--- src/hw/rtl/wmv_pkg.sv ---
// Shared types and constants for the weighted mean and variance block.
package wmv_pkg;

  localparam int unsigned CountBits = 16;
  localparam logic [CountBits-1:0] CountMax = {CountBits{1'b1}};

  localparam int unsigned DivCntW   = 5;
  localparam logic [DivCntW-1:0] MeanQBits = 5'd16;
  localparam logic [DivCntW-1:0] SqQBits   = 5'd31;

  typedef enum logic [3:0] {
    ST_IDLE,
    ST_MUL_WS,
    ST_MUL_SS,
    ST_MUL_WQ,
    ST_ACC,
    ST_DIV_MEAN,
    ST_WAIT_MEAN,
    ST_MUL_MM,
    ST_DIV_SQ,
    ST_WAIT_SQ,
    ST_LOAD
  } state_e;

  typedef struct packed {
    logic               start;
    logic [31:0]        rem_init;
    logic [31:0]        low;
    logic [31:0]        den;
    logic [DivCntW-1:0] nbits;
  } div_req_t;

  typedef struct packed {
    logic busy;
    logic done;
  } div_status_t;

endpackage

--- src/hw/rtl/wmv_mul.sv ---
// Shared signed multiplier with registered product.
module wmv_mul (
  input  logic                clk_i,
  input  logic signed [17:0]  a_i,
  input  logic signed [31:0]  b_i,
  output logic signed [49:0]  p_o
);

  logic signed [49:0] p_q;
  logic signed [49:0] p_d;

  assign p_d = 50'(a_i * b_i);

  always_ff @(posedge clk_i) begin
    p_q <= p_d;
  end

  assign p_o = p_q;

endmodule

--- src/hw/rtl/wmv_div.sv ---
// Restoring divider, one quotient bit per cycle.
module wmv_div (
  input  logic                    clk_i,
  input  logic                    rst_ni,
  input  wmv_pkg::div_req_t       req_i,
  output wmv_pkg::div_status_t    status_o,
  output logic [31:0]             quot_o
);

  logic                        busy_q, busy_d;
  logic                        done_q, done_d;
  logic [wmv_pkg::DivCntW-1:0] cnt_q, cnt_d;
  logic [31:0]                 rem_q, rem_d;
  logic [31:0]                 low_q, low_d;
  logic [31:0]                 den_q, den_d;
  logic [31:0]                 quot_q, quot_d;
  logic [32:0]                 trial;
  logic [33:0]                 diff;
  logic                        ge;

  assign trial = {rem_q, low_q[31]};
  assign diff  = {1'b0, trial} - {2'b00, den_q};
  assign ge    = ~diff[33];

  always_comb begin
    busy_d = busy_q;
    done_d = 1'b0;
    cnt_d  = cnt_q;
    rem_d  = rem_q;
    low_d  = low_q;
    den_d  = den_q;
    quot_d = quot_q;
    if (req_i.start) begin
      busy_d = 1'b1;
      cnt_d  = req_i.nbits;
      rem_d  = req_i.rem_init;
      low_d  = req_i.low;
      den_d  = req_i.den;
      quot_d = '0;
    end else if (busy_q) begin
      rem_d  = ge ? diff[31:0] : trial[31:0];
      low_d  = {low_q[30:0], 1'b0};
      quot_d = {quot_q[30:0], ge};
      cnt_d  = cnt_q - 1'b1;
      if (cnt_q == wmv_pkg::DivCntW'(1)) begin
        busy_d = 1'b0;
        done_d = 1'b1;
      end
    end
  end

  always_ff @(posedge clk_i or negedge rst_ni) begin
    if (!rst_ni) begin
      busy_q <= 1'b0;
      done_q <= 1'b0;
      cnt_q  <= '0;
    end else begin
      busy_q <= busy_d;
      done_q <= done_d;
      cnt_q  <= cnt_d;
    end
  end

  always_ff @(posedge clk_i) begin
    rem_q  <= rem_d;
    low_q  <= low_d;
    den_q  <= den_d;
    quot_q <= quot_d;
  end

  assign status_o.busy = busy_q;
  assign status_o.done = done_q;
  assign quot_o        = quot_q;

endmodule

--- src/hw/rtl/weighted_mean_variance.sv ---
// Weighted running mean and variance, top level with sequencer and accumulators.
// The shared divider gives 16 quotient bits for the mean and 31 for the mean of
// squares; the shared multiplier forms the products. New requests are taken only
// in the idle state, after the last result is loaded; a request refused as full
// skips to the load. An output stall holds the sequencer in its last state.
// Reset: asynchronous, active low; clears all accumulators, count, mean and variance.
module weighted_mean_variance (
  input  logic                clk_i,
  input  logic                rst_ni,
  input  logic                in_valid_i,
  output logic                in_stall_o,
  input  logic signed [15:0]  sample_i,
  input  logic [15:0]         weight_i,
  output logic                out_valid_o,
  input  logic                out_stall_i,
  output logic signed [15:0]  mean_o,
  output logic [31:0]         variance_o,
  output logic [15:0]         sample_count_o,
  output logic                full_res_o
);

  wmv_pkg::state_e state_q, state_d;

  logic signed [15:0]              s_q, s_d;
  logic [15:0]                     w_q, w_d;
  logic                            full_q, full_d;
  logic [31:0]                     wt_q, wt_d;
  logic signed [47:0]              wv_q, wv_d;
  logic [63:0]                     wsq_q, wsq_d;
  logic [wmv_pkg::CountBits-1:0]   cnt_q, cnt_d;
  logic signed [16:0]              mean_q, mean_d;
  logic [30:0]                     mm_q, mm_d;
  logic [31:0]                     var_q, var_d;

  logic                            out_valid_q, out_valid_d;
  logic signed [15:0]              mean_out_q, mean_out_d;
  logic [31:0]                     var_out_q, var_out_d;
  logic [15:0]                     cnt_out_q, cnt_out_d;
  logic                            full_out_q, full_out_d;

  logic signed [17:0]              mul_a;
  logic signed [31:0]              mul_b;
  logic signed [49:0]              mul_p;

  wmv_pkg::div_req_t               div_req;
  wmv_pkg::div_status_t            div_st;
  logic [31:0]                     div_q;

  logic [47:0]                     wv_abs;
  logic [16:0]                     mean_mag;
  logic                            out_free;

  assign wv_abs   = wv_q[47] ? 48'(-wv_q) : wv_q;
  assign mean_mag = {1'b0, div_q[15:0]};
  assign out_free = ~out_valid_q | ~out_stall_i;

  wmv_mul u_mul (
    .clk_i (clk_i),
    .a_i   (mul_a),
    .b_i   (mul_b),
    .p_o   (mul_p)
  );

  wmv_div u_div (
    .clk_i    (clk_i),
    .rst_ni   (rst_ni),
    .req_i    (div_req),
    .status_o (div_st),
    .quot_o   (div_q)
  );

  always_comb begin
    state_d     = state_q;
    s_d         = s_q;
    w_d         = w_q;
    full_d      = full_q;
    wt_d        = wt_q;
    wv_d        = wv_q;
    wsq_d       = wsq_q;
    cnt_d       = cnt_q;
    mean_d      = mean_q;
    mm_d        = mm_q;
    var_d       = var_q;
    out_valid_d = out_valid_q & out_stall_i;
    mean_out_d  = mean_out_q;
    var_out_d   = var_out_q;
    cnt_out_d   = cnt_out_q;
    full_out_d  = full_out_q;
    mul_a       = {{2{s_q[15]}}, s_q};
    mul_b       = 32'(s_q);
    div_req     = '0;
    in_stall_o  = 1'b1;

    case (state_q)
      wmv_pkg::ST_IDLE: begin
        in_stall_o = 1'b0;
        if (in_valid_i) begin
          s_d    = sample_i;
          w_d    = (weight_i == 16'd0) ? 16'd1 : weight_i;
          full_d = (cnt_q == wmv_pkg::CountMax);
          state_d = full_d ? wmv_pkg::ST_LOAD : wmv_pkg::ST_MUL_WS;
        end
      end
      wmv_pkg::ST_MUL_WS: begin
        mul_a   = {2'b00, w_q};
        state_d = wmv_pkg::ST_MUL_SS;
      end
      wmv_pkg::ST_MUL_SS: begin
        wv_d    = wv_q + mul_p[47:0];
        state_d = wmv_pkg::ST_MUL_WQ;
      end
      wmv_pkg::ST_MUL_WQ: begin
        mul_a   = {2'b00, w_q};
        mul_b   = mul_p[31:0];
        wt_d    = wt_q + {16'd0, w_q};
        state_d = wmv_pkg::ST_ACC;
      end
      wmv_pkg::ST_ACC: begin
        wsq_d   = wsq_q + {16'd0, mul_p[47:0]};
        cnt_d   = cnt_q + 1'b1;
        state_d = wmv_pkg::ST_DIV_MEAN;
      end
      wmv_pkg::ST_DIV_MEAN: begin
        div_req.start    = 1'b1;
        div_req.rem_init = wv_abs[47:16];
        div_req.low      = {wv_abs[15:0], 16'd0};
        div_req.den      = wt_q;
        div_req.nbits    = wmv_pkg::MeanQBits;
        state_d          = wmv_pkg::ST_WAIT_MEAN;
      end
      wmv_pkg::ST_WAIT_MEAN: begin
        if (div_st.done) begin
          mean_d  = wv_q[47] ? 17'(-mean_mag) : mean_mag;
          state_d = wmv_pkg::ST_MUL_MM;
        end
      end
      wmv_pkg::ST_MUL_MM: begin
        mul_a   = {mean_q[16], mean_q};
        mul_b   = 32'(mean_q);
        state_d = wmv_pkg::ST_DIV_SQ;
      end
      wmv_pkg::ST_DIV_SQ: begin
        mm_d             = mul_p[30:0];
        div_req.start    = 1'b1;
        div_req.rem_init = wsq_q[62:31];
        div_req.low      = {wsq_q[30:0], 1'b0};
        div_req.den      = wt_q;
        div_req.nbits    = wmv_pkg::SqQBits;
        state_d          = wmv_pkg::ST_WAIT_SQ;
      end
      wmv_pkg::ST_WAIT_SQ: begin
        if (div_st.done) begin
          if (cnt_q > wmv_pkg::CountBits'(1) && div_q[30:0] > mm_q) begin
            var_d = {1'b0, div_q[30:0] - mm_q};
          end else begin
            var_d = '0;
          end
          state_d = wmv_pkg::ST_LOAD;
        end
      end
      wmv_pkg::ST_LOAD: begin
        if (out_free) begin
          out_valid_d = 1'b1;
          mean_out_d  = mean_q[15:0];
          var_out_d   = var_q;
          cnt_out_d   = 16'(cnt_q);
          full_out_d  = full_q;
          state_d     = wmv_pkg::ST_IDLE;
        end
      end
      default: begin
        state_d = wmv_pkg::ST_IDLE;
      end
    endcase
  end

  always_ff @(posedge clk_i or negedge rst_ni) begin
    if (!rst_ni) begin
      state_q     <= wmv_pkg::ST_IDLE;
      full_q      <= 1'b0;
      wt_q        <= '0;
      wv_q        <= '0;
      wsq_q       <= '0;
      cnt_q       <= '0;
      mean_q      <= '0;
      var_q       <= '0;
      out_valid_q <= 1'b0;
    end else begin
      state_q     <= state_d;
      full_q      <= full_d;
      wt_q        <= wt_d;
      wv_q        <= wv_d;
      wsq_q       <= wsq_d;
      cnt_q       <= cnt_d;
      mean_q      <= mean_d;
      var_q       <= var_d;
      out_valid_q <= out_valid_d;
    end
  end

  always_ff @(posedge clk_i) begin
    s_q        <= s_d;
    w_q        <= w_d;
    mm_q       <= mm_d;
    mean_out_q <= mean_out_d;
    var_out_q  <= var_out_d;
    cnt_out_q  <= cnt_out_d;
    full_out_q <= full_out_d;
  end

  assign out_valid_o    = out_valid_q;
  assign mean_o         = mean_out_q;
  assign variance_o     = var_out_q;
  assign sample_count_o = cnt_out_q;
  assign full_res_o     = full_out_q;

  a_idle_div_quiet: assert property (@(posedge clk_i) disable iff (!rst_ni)
    !in_stall_o |-> !div_st.busy)
    else $error("divider busy while taking requests");

  a_full_at_max: assert property (@(posedge clk_i) disable iff (!rst_ni)
    (out_valid_o && full_res_o) |-> (sample_count_o == 16'(wmv_pkg::CountMax)))
    else $error("full reported below maximum count");

  a_var_needs_two: assert property (@(posedge clk_i) disable iff (!rst_ni)
    (out_valid_o && variance_o != 32'd0) |-> (sample_count_o > 16'd1))
    else $error("variance nonzero with fewer than two samples");

  a_wait_has_div: assert property (@(posedge clk_i) disable iff (!rst_ni)
    (state_q == wmv_pkg::ST_WAIT_SQ && !div_st.done) |-> div_st.busy)
    else $error("waiting on an idle divider");

endmodule

--- config.mk ---
export PLATFORM = sky130hd
export DESIGN_NAME = weighted_mean_variance
export DESIGN_NICKNAME = d
export VERILOG_FILES = /design/src/hw/rtl/wmv_pkg.sv /design/src/hw/rtl/wmv_mul.sv /design/src/hw/rtl/wmv_div.sv /design/src/hw/rtl/weighted_mean_variance.sv
export SDC_FILE = /design/constraint.sdc
export NUM_CORES = 2
export LEC_CHECK = 0
export ABC_CLOCK_PERIOD_IN_PS = 20700
export BUFFER_PORTS_ARGS = -buffer_cell sky130_fd_sc_hd__buf_2
export CORE_ASPECT_RATIO = 1.25
export CORE_MARGIN = 4
export CORE_UTILIZATION = 60
export DETAILED_ROUTE_END_ITERATION = 16
export PLACE_DENSITY = 0.81
export SLEW_MARGIN = 20
export SYNTH_ARGS = -nofsm -noshare
export SYNTH_HDL_FRONTEND = slang
export SYNTH_SLANG_ARGS = --single-unit
--- constraint.sdc ---
create_clock -name clk_i -period 20.7 [get_ports clk_i]
set_input_delay 3.105 -clock clk_i [delete_from_list [all_inputs] [get_ports clk_i]]
set_output_delay 3.105 -clock clk_i [all_outputs]
set_load 0.05 [all_outputs]
### After elaboration in Yosys (flattened, before gate mapping)

Index checks and enable logic that the tools add are counted.

| operators by class | value |
|---|---|
| add/subtract/negate cells | 9 |
| multiply operators | 1 |
| div/mod/pow operators | 0 |
| magnitude comparators | 2 |
| equality and inequality tests | 16 |
| shifts and indexed selects | 0 |
| multiplexer cells | 28 |
| bitwise operators | 5 |
| reductions and logical operators | 10 |

Operators with widths:

| kind | number |
|---|---|
| one-hot mux 102 bit (2 select lines) | 1 |
| two-way mux 32 bit | 5 |
| adder 64 x 48 -> 64 bit | 1 |
| one-hot mux 32 bit (2 select lines) | 1 |
| adder 48 bit | 1 |
| multiplier 18 x 32 -> 48 bit | 1 |
| two-way mux 48 bit | 1 |
| negation 48 bit | 1 |
| one-hot mux 4 bit (11 select lines) | 1 |
| one-hot mux 18 bit (2 select lines) | 1 |
| subtractor 33 x 32 -> 34 bit | 1 |
| adder 32 x 16 -> 32 bit | 1 |
| greater-than comparator 31 bit | 1 |
| two-way mux 31 bit | 1 |
| subtractor 31 bit | 1 |
| two-way mux 4 bit | 5 |
| two-way mux 17 bit | 1 |
| negation 16 -> 17 bit | 1 |
| adder 16 x 1 -> 16 bit, second input constant | 1 |
| == test 16 bit, second input constant | 1 |
| == test 4 x 3 -> 1 bit, second input constant | 4 |
| greater-than comparator 16 x 1 -> 1 bit, second input constant | 1 |
| logical NOT 16 bit | 1 |
| == test 4 bit, second input constant | 3 |
| other kinds (17) | 34 |

| word-level totals | value |
|---|---|
| bits in registers | 525 |
| bits in latches | 0 |
| RAM bits | 0 |
| bits in read-only memories | 0 |
| output and inout port bits | 67 |
| word-level logic and storage cells | 95 |
| memories | 0 |

### Longest topological paths before layout

| depth | value |
|---|---|
| depth after elaboration | 4 |
| depth in mapped cells | 34 |
| mapped depth without buffers | 31 |

### By module

From an unflattened synthesis, not the netlist that was laid out.

| unflattened totals | value |
|---|---|
| cell total of the unflattened synthesis | 5376 |
| area total of the unflattened synthesis | 50340.8 sq um |

Modules (own cells, without submodules):

| module | times used | cells each | area each (sq um) |
|---|---|---|---|
| weighted_mean_variance | 1 | 2426 | 22320.2 |
| wmv_mul | 1 | 2328 | 20910.1 |
| wmv_div | 1 | 622 | 7110.6 |

### Worst setup path before layout

No wires, ideal clock.

| timing path | value |
|---|---|
| path kind | reg2reg |
| from | register state_q[0] |
| to | register u_mul.p_q[46], in the netlist u_mul.p_o[46] |
| library setup time | 0.118 ns |
| data arrival time | 7.786 ns |
| slack | 12.796 ns |
| stages on the path, launching flop included | 32 |
| buffers on the path | 5 |
| period minus slack after synthesis | 7.904 ns |
| cell sequence | dfrtp_1 > clkbuf_1 > nand2_1 > nor2_1 > clkbuf_1 > clkbuf_1 > and2_1 > a221o_1 > clkbuf_1 > clkbuf_1 > nand2_1 > fa_1 > inv_1 > fa_1 > fa_1 > fa_1 > fa_1 > inv_1 > fa_1 > inv_1 > ha_1 > nand3_1 > nor2_1 > nand3_1 > or4b_1 > a211oi_1 > nor2_1 > o31ai_2 > a41oi_1 > o21ai_0 > a21oi_1 > xnor2_1 |

| on the way | value |
|---|---|
| cells in the longest elaborated chain, start to end | 4 |

RTL lines:

| what | RTL line | source |
|---|---|---|
| start: declaration | weighted_mean_variance.sv:22 | `wmv_pkg::state_e state_q, state_d;` |
| start signal: assignment | weighted_mean_variance.sv:179 | `state_q <= wmv_pkg::ST_IDLE;` |
| start signal: assignment | weighted_mean_variance.sv:189 | `state_q <= state_d;` |
| == test 4 x 2 -> 1 bit or == test 4 x 1 -> 1 bit (tied branches) | weighted_mean_variance.sv:94 | `case (state_q)` |
| OR reduction 2 bit (no line) | - |  |
| one-hot mux 18 bit (2 select lines) | weighted_mean_variance.sv:94 |  |
| multiplier 18 x 32 -> 48 bit * | wmv_mul.sv:12 | `assign p_d = 50'(a_i * b_i);` |
| named net u_mul.p_d[46] | wmv_mul.sv:10 | `logic signed [49:0] p_d;` |
| end signal: assignment | wmv_mul.sv:15 | `p_q <= p_d;` |
| end: declaration | wmv_mul.sv:9 | `logic signed [49:0] p_q;` |

Mark *: on every way through the listed nets, which the timed path passes. The rest lies on a longest branch.
A chain may end at the register's enable or synchronous reset.

### Worst setup path after layout

| timing path | value |
|---|---|
| from | register state_q[2] |
| to | register u_mul.p_q[46], in the netlist u_mul.p_o[46] |

The elaborated chain is that of the path after synthesis.

==> flow_metrics.tcl <==
set metrics [dict create \
    outcome "finished, final reports clean" \
    rows 116 \
    cts_setup_buffers 0 \
    leakagePower_nw 24.42 \
    fmax_mhz 104.6 \
    cp-start-kind "flop" \
    cts-resized-gates 0 \
    finalHoldViolCount 0 \
    ys.flop_type "edfxtp_1" \
    setup.worst_path.end_class "flop" \
    critical_path.slowest_cell "or4b_1" \
    synth-seq-cells 521 \
    dp_hpwl_um 108500 \
    holdWs_ns 0.4534 \
    grt_pass1_vias 38470 \
    fin_skew_ns 0.05101 \
    grtUsageTotal_pct 32.87 \
    coreArea_mm2 0.07997 \
    finalNonFillerCells 6231 \
    slew-limit-headroom_pct 17.71 \
    fp.dieW_um 261.9 \
    ir_drop_mv 0.06422 \
    placed_area_mm2 0.04988 \
    syn_area_mm2 0.04836 \
    drive_gt1_share_pct 5.862 \
    path_common_cell "fa_1" \
    seqCellArea_mm2 0.01376 \
    fp.dieH_um 325.4 \
    dieArea_mm2 0.08523 \
    r2r_cells 31 \
    via_per_inst 6.073 \
    h-tree-depth 2 \
    cts.path.max_buffers 3 \
    synth_edf_count 222 \
    clkTransAtPathRegs_ns 0.07 \
    io_buffers 101 \
    via_count 37840 \
    wl_per_cell_um 22.37 \
    arrival_ns 10.05 \
    nFillCells 6377 \
    clkSinkCount 521 \
    n_antenna_cell 0 \
    syn_inst 5124 \
    placed_cells 6131 \
    synth-seq-area-share_pct 28.44 \
    io_pins 103 \
    syn_avg_cell_area_um2 9.437 \
    critPathMaxFanout 41 \
    max-cap-violations 0 \
    reg2reg_to "u_mul.p_o[46]" \
    fin_setup_tns_ns 0 \
    antenna_found_initial 3 \
    firstDrtPassIters 8 \
    r2r_start "state_q[2]" \
    cpPeakStageDelay_ns 0.58 \
    rsz0062_at_grt "false" \
    cts_made_buffers 53 \
    r2r_slack_ns 11.14 \
    worst-setup-path-type "reg -> reg" \
    synth_cell_types 94 \
    ant_nets 0 \
    drt_iter0_drc 3480 \
    cts_hold_buf 0 \
    hold-path-endpoint "variance_o[12]" \
    power_density_mw_per_mm2 70.25 \
    power.total_mw 3.631 \
    finalNetCount 6003 \
    fin_ws_ns 11.14 \
    async_flop_share_pct 42.23 \
    yosysWarnings 0 \
    min_from "var_q[12]" \
    setup_viol 0 \
    synthToLayoutAreaGrowth_pct 6.896 \
    grt_remaining_overflow 0 \
    multi_input_area_mm2 0.03119 \
    gp_congestion 1.011 \
    fin_util_pct 64.64 \
    grt_pass1_wl_um 216700 \
    crit_required_ns 21.20 \
    cts_tree "yes" \
    fin_crit_ns 9.556 \
    dpl_worst_slack_ns 11.23 \
    grt_max_degree 100 \
    clockRootBuffer "clkbuf_16" \
    drc 0 \
    drv_slew 0 \
    routed_wl_um 139400 \
    hold_class "reg -> reg" \
    tightest_slew_ns 1.226 \
    worstSkewPairLatency_ns 0.66 \
    min_period_over_period_pct 46.16 \
    final_area_mm2 0.05169 \
    hold_path_depth 0 \
    initial_utilization_pct 60.47 \
]
how the worst max path moves through the flow:
stage | from | end
2_1_floorplan | state_q[0] | u_mul.p_o[46]
3_3_place_gp | state_q[2] | u_mul.p_o[46]
3_5_place_dp | state_q[2] | u_mul.p_o[46]
4_1_cts | state_q[2] | u_mul.p_o[46]
5_1_grt | state_q[2] | u_mul.p_o[46]
6_report | state_q[2] | u_mul.p_o[46]
Yosys cell counts (39+ instances only):
cell type,n,area share [%]
nand2b_1,43,0.56
nor2b_1,39,0.50
xor2_1,125,2.3
edfxtp_1,222,14
and2_1,58,0.75
nand3_1,82,0.85
a22o_1,50,0.91
dfxtp_1,79,3.3
nor3_1,47,0.49
clkbuf_1,198,1.5
xnor2_1,187,3.4
mux2i_1,67,1.4
nand2_1,577,4.5
nor2_1,440,3.4
nand4_1,41,0.53
dfrtp_1,220,11
inv_1,715,5.6
a21o_1,119,1.8
o21ai_0,261,2.7
a21oi_1,195,2.0
fa_1,544,23
a22oi_1,43,0.67
o21a_1,66,1.0
ha_1,299,7.7
power by group:
group	internal, mW	switching, mW
combinational	0.547	0.728
sequential	1.20	0.155
clock	0.559	0.439
total	2.31	1.32
cells by family (layout without fill, tap and decap cells):
| logic type | after synthesis | count (layout) | share of synthesized area (%) |
|---|---|---|---|
| AO/OA/AOI/OAI | 1009 | 1009 | 13.72 |
| XOR/XNOR | 312 | 312 | 5.651 |
| adder cells (fa/ha/maj) | 843 | 843 | 30.26 |
| buffers and inverters | 940 | 972 | 7.379 |
| flip-flops | 521 | 521 | 28.44 |
| multiplexers | 74 | 74 | 1.550 |
| other | 2 | 15 | 0.01553 |
| AND/OR/NAND/NOR | 1423 | 1423 | 12.99 |
area by class of cell:
cell class | count | share of cell area, %
flip-flops and latches | 521 | 26.61
well taps | 1062 | 2.571
multi-input cells | 3676 | 60.33
inverters | 716 | 5.204
clock inverters | 25 | 0.6172
repair buffers | 156 | 1.796
clock buffers | 75 | 2.866
sequential cells by signal (all words and copies together) (netlist names), 32 cells and up:
signal / count
wsq_q: 63
u_mul.p_o: 48
wv_q: 48
u_div.den_q: 32
u_div.rem_q: 32
wt_q: 32
worst max-delay path: cells and delay by family (launching register included):
kind | cells | cell delay [ns]
AO/OA/AOI/OAI | 5 | 1.26
flip-flops | 1 | 0.36
buffers and inverters | 7 | 1.42
XOR/XNOR | 1 | 0.13
AND/OR/NAND/NOR | 11 | 2.76
adder cells (fa/ha/maj) | 7 | 3.46
layout by cell type (no fill, tap or decap), types with 27 or more instances in the layout:
cell type	count
o21ai_1	31
ha_1	299
xor2_1	125
buf_2	100
dfrtp_1	218
nand2b_1	43
nand2_1	574
a22oi_1	43
and2_1	58
a22o_1	50
nand4_1	41
nor2b_1	39
clkbuf_16	55
inv_1	714
dfxtp_1	79
edfxtp_1	222
nor2_1	438
a21o_1	119
o21a_1	66
o31ai_1	36
nor3_1	45
fa_1	544
buf_4	55
mux2i_1	67
a21oi_1	188
o21ai_0	261
o21bai_1	31
nand3_1	81
xnor2_1	187
and3_1	27
a211oi_1	30
layer usage:
layer | global-route usage [%] | up-vias | part of all wire (%)
li1 | - | 16960 | -
met1 | 41.56 | 18600 | 37
met2 | 54.15 | 1804 | 48
met3 | 6.813 | 468 | 8.9
met4 | 15.73 | 2 | 6.2
met5 | 0 | - | 0.0093
Power figures use the tool's default switching activity.
